`src/rtl/sstk_pkg.sv`:
```
// Shared types and constants for the segmented stack block.
// No dependencies; imported by sstk_ctrl, the top level and the testbench.
package sstk_pkg;

  typedef logic [1:0] cmd_t;

  localparam cmd_t CMD_PUSH   = 2'd0;
  localparam cmd_t CMD_POP    = 2'd1;
  localparam cmd_t CMD_POP_AT = 2'd2;

  typedef enum logic [1:0] {
    ST_OK        = 2'd0,
    ST_EMPTY     = 2'd1,
    ST_FULL      = 2'd2,
    ST_BAD_INDEX = 2'd3
  } status_t;

  localparam logic signed [31:0] EMPTY_MARK   = -32'sd217;
  localparam logic [4:0]         CAP_RESET    = 5'd3;

  typedef struct packed {
    cmd_t               cmd;
    logic signed [31:0] push_value;
    logic [3:0]         segment_index;
  } in_item_t;

  typedef struct packed {
    logic signed [31:0] popped_value;
    status_t            status;
    logic [4:0]         segments_in_use;
  } out_item_t;

  // Per-request outcome handed from the control logic to the result stage.
  typedef struct packed {
    status_t    status;
    logic       use_mem;
    logic       empty_mark;
    logic [4:0] segs;
  } step_res_t;

endpackage

```
`src/rtl/sstk_ctrl.sv`:
```
// Segment bookkeeping: capacity register, per-segment fill counts, chain length,
// and entry memory addressing. Depends on sstk_pkg.
module sstk_ctrl #(
  parameter int MAX_SEGMENTS  = 16,
  parameter int SEGMENT_DEPTH = 16,
  localparam int ADDR_W = (MAX_SEGMENTS * SEGMENT_DEPTH > 1) ?
                          $clog2(MAX_SEGMENTS * SEGMENT_DEPTH) : 1
) (
  input  logic                clk,
  input  logic                rst_n,
  input  logic                cfg_we,
  input  logic [4:0]          cfg_data,
  input  sstk_pkg::in_item_t  item,
  input  logic                adv,
  output sstk_pkg::step_res_t res,
  output logic                mem_we,
  output logic                mem_re,
  output logic [ADDR_W-1:0]   mem_addr
);
  import sstk_pkg::*;

  localparam int SEG_W  = (MAX_SEGMENTS > 1) ? $clog2(MAX_SEGMENTS) : 1;
  localparam int TOT_W  = $clog2(MAX_SEGMENTS + 1);
  localparam int FILL_W = $clog2(SEGMENT_DEPTH + 1);
  localparam int DEP_W  = (SEGMENT_DEPTH > 1) ? $clog2(SEGMENT_DEPTH) : 1;
  localparam int CW     = (FILL_W > 5) ? FILL_W : 5;
  localparam int IW     = (TOT_W > 4) ? TOT_W : 4;

  logic [4:0]        cap_r;
  logic [TOT_W-1:0]  total_r, total_nxt;
  logic [FILL_W-1:0] fill_r [MAX_SEGMENTS];

  logic [CW-1:0]     cap_c, f_c;
  logic [IW-1:0]     idx_w, tot_w;
  logic [SEG_W-1:0]  top, far_seg, sel_seg;
  logic [FILL_W-1:0] sel_fill;
  logic              pop_at_far, bad_idx, open_new;

  logic              fill_we;
  logic [SEG_W-1:0]  fill_widx;
  logic [FILL_W-1:0] fill_wdata;
  logic [SEG_W-1:0]  acc_seg;
  logic [DEP_W-1:0]  acc_off;
  logic              wr, rd;
  status_t           st;
  logic              mark;

  // Effective capacity: zero reads as one, saturate at the segment depth.
  always_comb begin
    cap_c = (cap_r == 5'd0) ? CW'(1) : CW'(cap_r);
    if (cap_c > CW'(SEGMENT_DEPTH)) begin
      cap_c = CW'(SEGMENT_DEPTH);
    end
  end

  assign idx_w      = IW'(item.segment_index);
  assign tot_w      = IW'(total_r);
  assign top        = SEG_W'(total_r - TOT_W'(1));
  assign far_seg    = SEG_W'(tot_w - IW'(1) - idx_w);
  assign pop_at_far = (item.cmd == CMD_POP_AT) && (item.segment_index != 4'd0);
  assign bad_idx    = idx_w >= tot_w;
  assign sel_seg    = pop_at_far ? far_seg : top;
  assign sel_fill   = (32'(sel_seg) < MAX_SEGMENTS) ? fill_r[sel_seg] : '0;
  assign f_c        = CW'(sel_fill);
  assign open_new   = (total_r == '0) || (f_c >= cap_c);

  always_comb begin
    total_nxt  = total_r;
    fill_we    = 1'b0;
    fill_widx  = sel_seg;
    fill_wdata = sel_fill;
    acc_seg    = sel_seg;
    acc_off    = DEP_W'(sel_fill - FILL_W'(1));
    wr         = 1'b0;
    rd         = 1'b0;
    st         = ST_OK;
    mark       = 1'b0;
    unique case (item.cmd)
      CMD_PUSH: begin
        if (open_new) begin
          if (total_r == TOT_W'(MAX_SEGMENTS)) begin
            st = ST_FULL;
          end else begin
            acc_seg    = SEG_W'(total_r);
            acc_off    = '0;
            fill_we    = 1'b1;
            fill_widx  = SEG_W'(total_r);
            fill_wdata = FILL_W'(1);
            total_nxt  = total_r + TOT_W'(1);
            wr         = 1'b1;
          end
        end else begin
          acc_seg    = top;
          acc_off    = DEP_W'(sel_fill);
          fill_we    = 1'b1;
          fill_widx  = top;
          fill_wdata = sel_fill + FILL_W'(1);
          wr         = 1'b1;
        end
      end
      CMD_POP, CMD_POP_AT: begin
        if (pop_at_far) begin
          if (bad_idx) begin
            st = ST_BAD_INDEX;
          end else if (sel_fill == '0) begin
            st   = ST_EMPTY;
            mark = 1'b1;
          end else begin
            fill_we    = 1'b1;
            fill_wdata = sel_fill - FILL_W'(1);
            rd         = 1'b1;
          end
        end else if (total_r == '0) begin
          st   = ST_EMPTY;
          mark = 1'b1;
        end else if (sel_fill == '0) begin
          // empty top segment is dropped
          st        = ST_EMPTY;
          mark      = 1'b1;
          total_nxt = total_r - TOT_W'(1);
        end else begin
          fill_we    = 1'b1;
          fill_wdata = sel_fill - FILL_W'(1);
          rd         = 1'b1;
          if (sel_fill == FILL_W'(1)) begin
            total_nxt = total_r - TOT_W'(1);
          end
        end
      end
      default: begin
      end
    endcase
  end

  assign mem_addr = ADDR_W'(acc_seg) * ADDR_W'(SEGMENT_DEPTH) + ADDR_W'(acc_off);
  assign mem_we   = adv & wr;
  assign mem_re   = adv & rd;

  assign res.status     = st;
  assign res.use_mem    = rd;
  assign res.empty_mark = mark;
  assign res.segs       = 5'(total_nxt);

  always_ff @(posedge clk) begin
    if (!rst_n) begin
      cap_r   <= CAP_RESET;
      total_r <= '0;
      for (int i = 0; i < MAX_SEGMENTS; i++) begin
        fill_r[i] <= '0;
      end
    end else begin
      if (cfg_we) begin
        cap_r <= cfg_data;
      end
      if (adv) begin
        total_r <= total_nxt;
        if (fill_we) begin
          fill_r[fill_widx] <= fill_wdata;
        end
      end
    end
  end

endmodule

```
`config.mk`:
```
export PLATFORM = sky130hd
export DESIGN_NAME = sstk_ctrl
export DESIGN_NICKNAME = d
export VERILOG_FILES = /design/src/rtl/sstk_pkg.sv /design/src/rtl/sstk_ctrl.sv
export SDC_FILE = /design/constraint.sdc
export NUM_CORES = 1
export LEC_CHECK = 0
export BUFFER_PORTS_ARGS = -buffer_cell sky130_fd_sc_hd__buf_2
export CAP_MARGIN = 20
export CORE_MARGIN = 8
export CORE_UTILIZATION = 52
export CTS_CLUSTER_DIAMETER = 30
export CTS_CLUSTER_SIZE = 8
export DETAILED_ROUTE_END_ITERATION = 7
export GPL_ROUTABILITY_DRIVEN = 0
export PLACE_DENSITY = 0.84
export SYNTH_ARGS = -nofsm -noshare
export SYNTH_HDL_FRONTEND = slang
export SYNTH_SLANG_ARGS = --single-unit
```
`constraint.sdc`:
```
create_clock -name clk -period 8.8 [get_ports clk]
set_input_delay 0 -clock clk [delete_from_list [all_inputs] [get_ports clk]]
set_output_delay 0 -clock clk [all_outputs]
set_load 0.005 [all_outputs]
```
==> qor.csv <==
stage;metric;value;unit
clock_tree;CTS tree;built;
timing;Slew Limit Fails;0;
synth;Synth Area in Compound Gates;0.273;
synth;Netlist cell types;81;
synth;Primary FF master, synth;edfxtp_1;
timing;crit share post-route;0.874;
power_and_ir_drop;Net Sw Power;646;µW
clock_tree;Reg clk slew, reported paths;0.07;ns
route;drt drc;0;
layout;ANT cells;0;
route;post-DR vias/cell;7.27;
timing;fmax;130;MHz
floorplan;initial core utilization;0.531;
layout;layout cells sized above 1;0.170;
clock_tree;cts repair resizes;0;
grt;GRT Total Usage;0.235;
clock_tree;hold_buf cts;6;
setup_path;critical path arrival;7.67;ns
floorplan;die footprint;16100;µm²
synth;cells after synthesis;647;
grt;pin count of the biggest net entering global routing;30;
power_and_ir_drop;Pwr Density;217;nW/µm²
power_and_ir_drop;Design Power;1530;µW
grt;number of global-route vias before repair;5637;
timing;Fin Setup TNS;0;ns
setup_path;Startpoint Class;register;
clock_tree;# H-tree levels;3;
power_and_ir_drop;Lkg Pwr;0.00259;µW
route;Initial DRC Count;991;
job;Max-cap violations;0;
synth;Mapped Area;6370;µm²
power_and_ir_drop;Clock power frac;0.241;
route;antenna-violating nets left;0;
synth;Post-synth EDFFs;80;
status;status;finished, final reports clean;
floorplan;Core ar.;12000;µm²
synth;synthesized area per cell;9.85;µm²
timing;fin crit period;7.70;ns
setup_path;critical path type;register to register;
min_path;hold crit path type;input pin to register;
synth;largest cells by area after synthesis;edfxtp_1, a211oi_1, ha_1;
floorplan;row count;40;
grt;total grt overflow;0;
synth;most common cell in the netlist;edfxtp_1;
timing;Final Setup Violations;0;
power_and_ir_drop;switching portion of total power;0.423;
layout;FILL cells;979;
timing;Worst-Margin Slew;1.01;ns
timing;Worst Hold Slack;0.0136;ns
synth;Seq/Total Area, Yosys;0.408;
synth;Synth Net Count;717;
synth;synth cell count leaders;edfxtp_1, nand2_1, a211oi_1;
power_and_ir_drop;P_int;883;µW
clock_tree;clock root cell;clkbuf_16;
floorplan;die width;127;µm
clock_tree;CTS max path bufs;2;
clock_tree;Post-CTS Setup Bufs;0;
clock_tree;Clk Latency, worst-skew pair;0.36;ns
floorplan;IO Count;66;
layout;area grow syn2layout;10.7;%
layout;utilization after layout;0.587;
route;Pre-antenna DRT Iters;7;
timing;RSZ-0062 raised after global routing;false;
synth;Synth Area in Simple Gates;0.145;
synth;Warnings, synthesis;0;
synth;largest family of logic cells by synthesized area;compound AO/OA/AOI/OAI gates;
placement;final HPWL from detailed placement;13300;µm
power_and_ir_drop;combinational power share;0.436;
synth;fraction of the mapped netlist area in adder cells;0.0463;
synth;XOR/XNOR share of the synthesized area;0.00825;
synth;Synth top area share;0.377;
synth;mux share of post-synthesis cell area;0.0605;
clock_tree;Clock Sink Count;90;
route;DR WL/cell;23.3;µm
timing;Worst slew margin;0.321;
timing;Worst Clk Skew;0.0122;ns
setup_path;Crit. End Element;register;
timing;worst setup margin;1.11;ns
placement;PortBufs;33;
synth;Synth area leader;edfxtp_1;
synth;flip-flop and latch count after synthesis;90;
grt;antenna violations before repair;0;
synth;FFs w/ async S/R, synth;0;
grt;first-pass GRT wire length;30000;µm
timing;Hold Vio Cnt, Final;0;
placement;dpl ws;1.39;ns
power_and_ir_drop;Worst VDD drop;0.000120;V
layout;nets@finish;749;
setup_path;Required @ worst endpoint;8.77;ns
floorplan;die height;127;µm
route;via count;6038;
route;final WL;19300;µm
setup_path;CP max FO;21;
clock_tree;Num CTS Buffers;9;
power_and_ir_drop;Reg power frac;0.323;
==> layer usage <==
metal	vias up	global-route usage	part of all wire	wire length [µm]
li1	2624	-	-	-
met1	2816	0.294	0.37	7230
met2	508	0.369	0.45	8750
met3	90	0.0658	0.13	2580
met4	0	0.111	0.040	774
met5	-	0.00977	0	0
==> registers in the layout (all words and copies together), names as in the netlist <==
name and cells:
cap_r 5, fill_r 80, tot_w 5
==> worst paths after layout <==
check	from	slack, ns	depth (start not counted)	endpoint
worst max-delay path	tot_w[0]	1.11	25	fill_r[12][2]
worst min-delay path	cfg_we	0.01	3	cap_r[1]
worst max register to register	tot_w[0]	1.11	25	fill_r[12][2]
worst min register to register	cap_r[0]	0.49	2	cap_r[0]
==> per-stage QoR <==
step,std cells,area (µm²)
floorplan,647,6370
global placement,809,6720
detailed placement,809,6720
CTS,831,7060
global route,831,7060
finish,831,7060
==> placed cells by master, fill, tap and decap left out, types with 11 or more instances in the layout <==
cell	Yosys	final
edfxtp_1	80	80
nand2_1	61	61
a211oi_1	44	44
nor3_1	35	35
o21ai_0	34	34
buf_2	17	33
buf_4	7	33
a21oi_1	30	30
nor2_1	29	29
inv_1	26	26
mux2i_1	25	25
ha_1	22	22
nand3_1	17	17
o211ai_1	11	11
==> final cells by class <==
class,count,area (µm²),share of cell area
multi-input combinational,475,3400,0.482
sequential,90,2600,0.369
timing repair buffer,72,473,0.0670
clock buffer,9,225,0.0319
tap,147,184,0.0261
inverter,31,116,0.0165
clock inverter,7,55.1,0.00780
==> logic make-up (layout without fill, tap and decap cells) <==
kind of cell | Yosys count | after routing
simple gates | 188 | 188
flops | 90 | 90
xor+xnor | 6 | 6
compound gates | 225 | 225
fa+ha+maj | 23 | 23
buf+inv | 82 | 119
mux | 33 | 33
==> worst max-delay path: stages, from the launching register on <==
cell and delay, ns:
dfxtp_1 0.31, buf_4 0.27, clkinv_1 0.10, buf_4 0.19, ha_1 0.34, fa_1 0.84
nand2_1 0.20, o22ai_1 0.17, buf_4 0.22, o211ai_1 0.10, a2111oi_0 0.44, o21ai_0 0.17
nand3_1 0.32, inv_2 0.18, ha_1 0.32, nand2b_1 0.14, a21o_1 0.17, a21o_1 0.22
a211oi_1 0.32, o31ai_1 0.22, buf_4 0.22, nand2_1 0.06, o221ai_1 0.34, inv_1 0.33
o211ai_2 0.30, o21ai_0 0.80
==> power by group through the flow <==
stage          Sequential, µW  Combinational (µW)  Clock, µW
6_report                  493                 667        369
5_1_grt                   495                 703        379
4_1_cts                   493                 638        366
3_5_place_dp              502                 630          0
3_3_place_gp              501                 615          0
2_1_floorplan             497                 450          0
(Power assumes the default switching activity.)
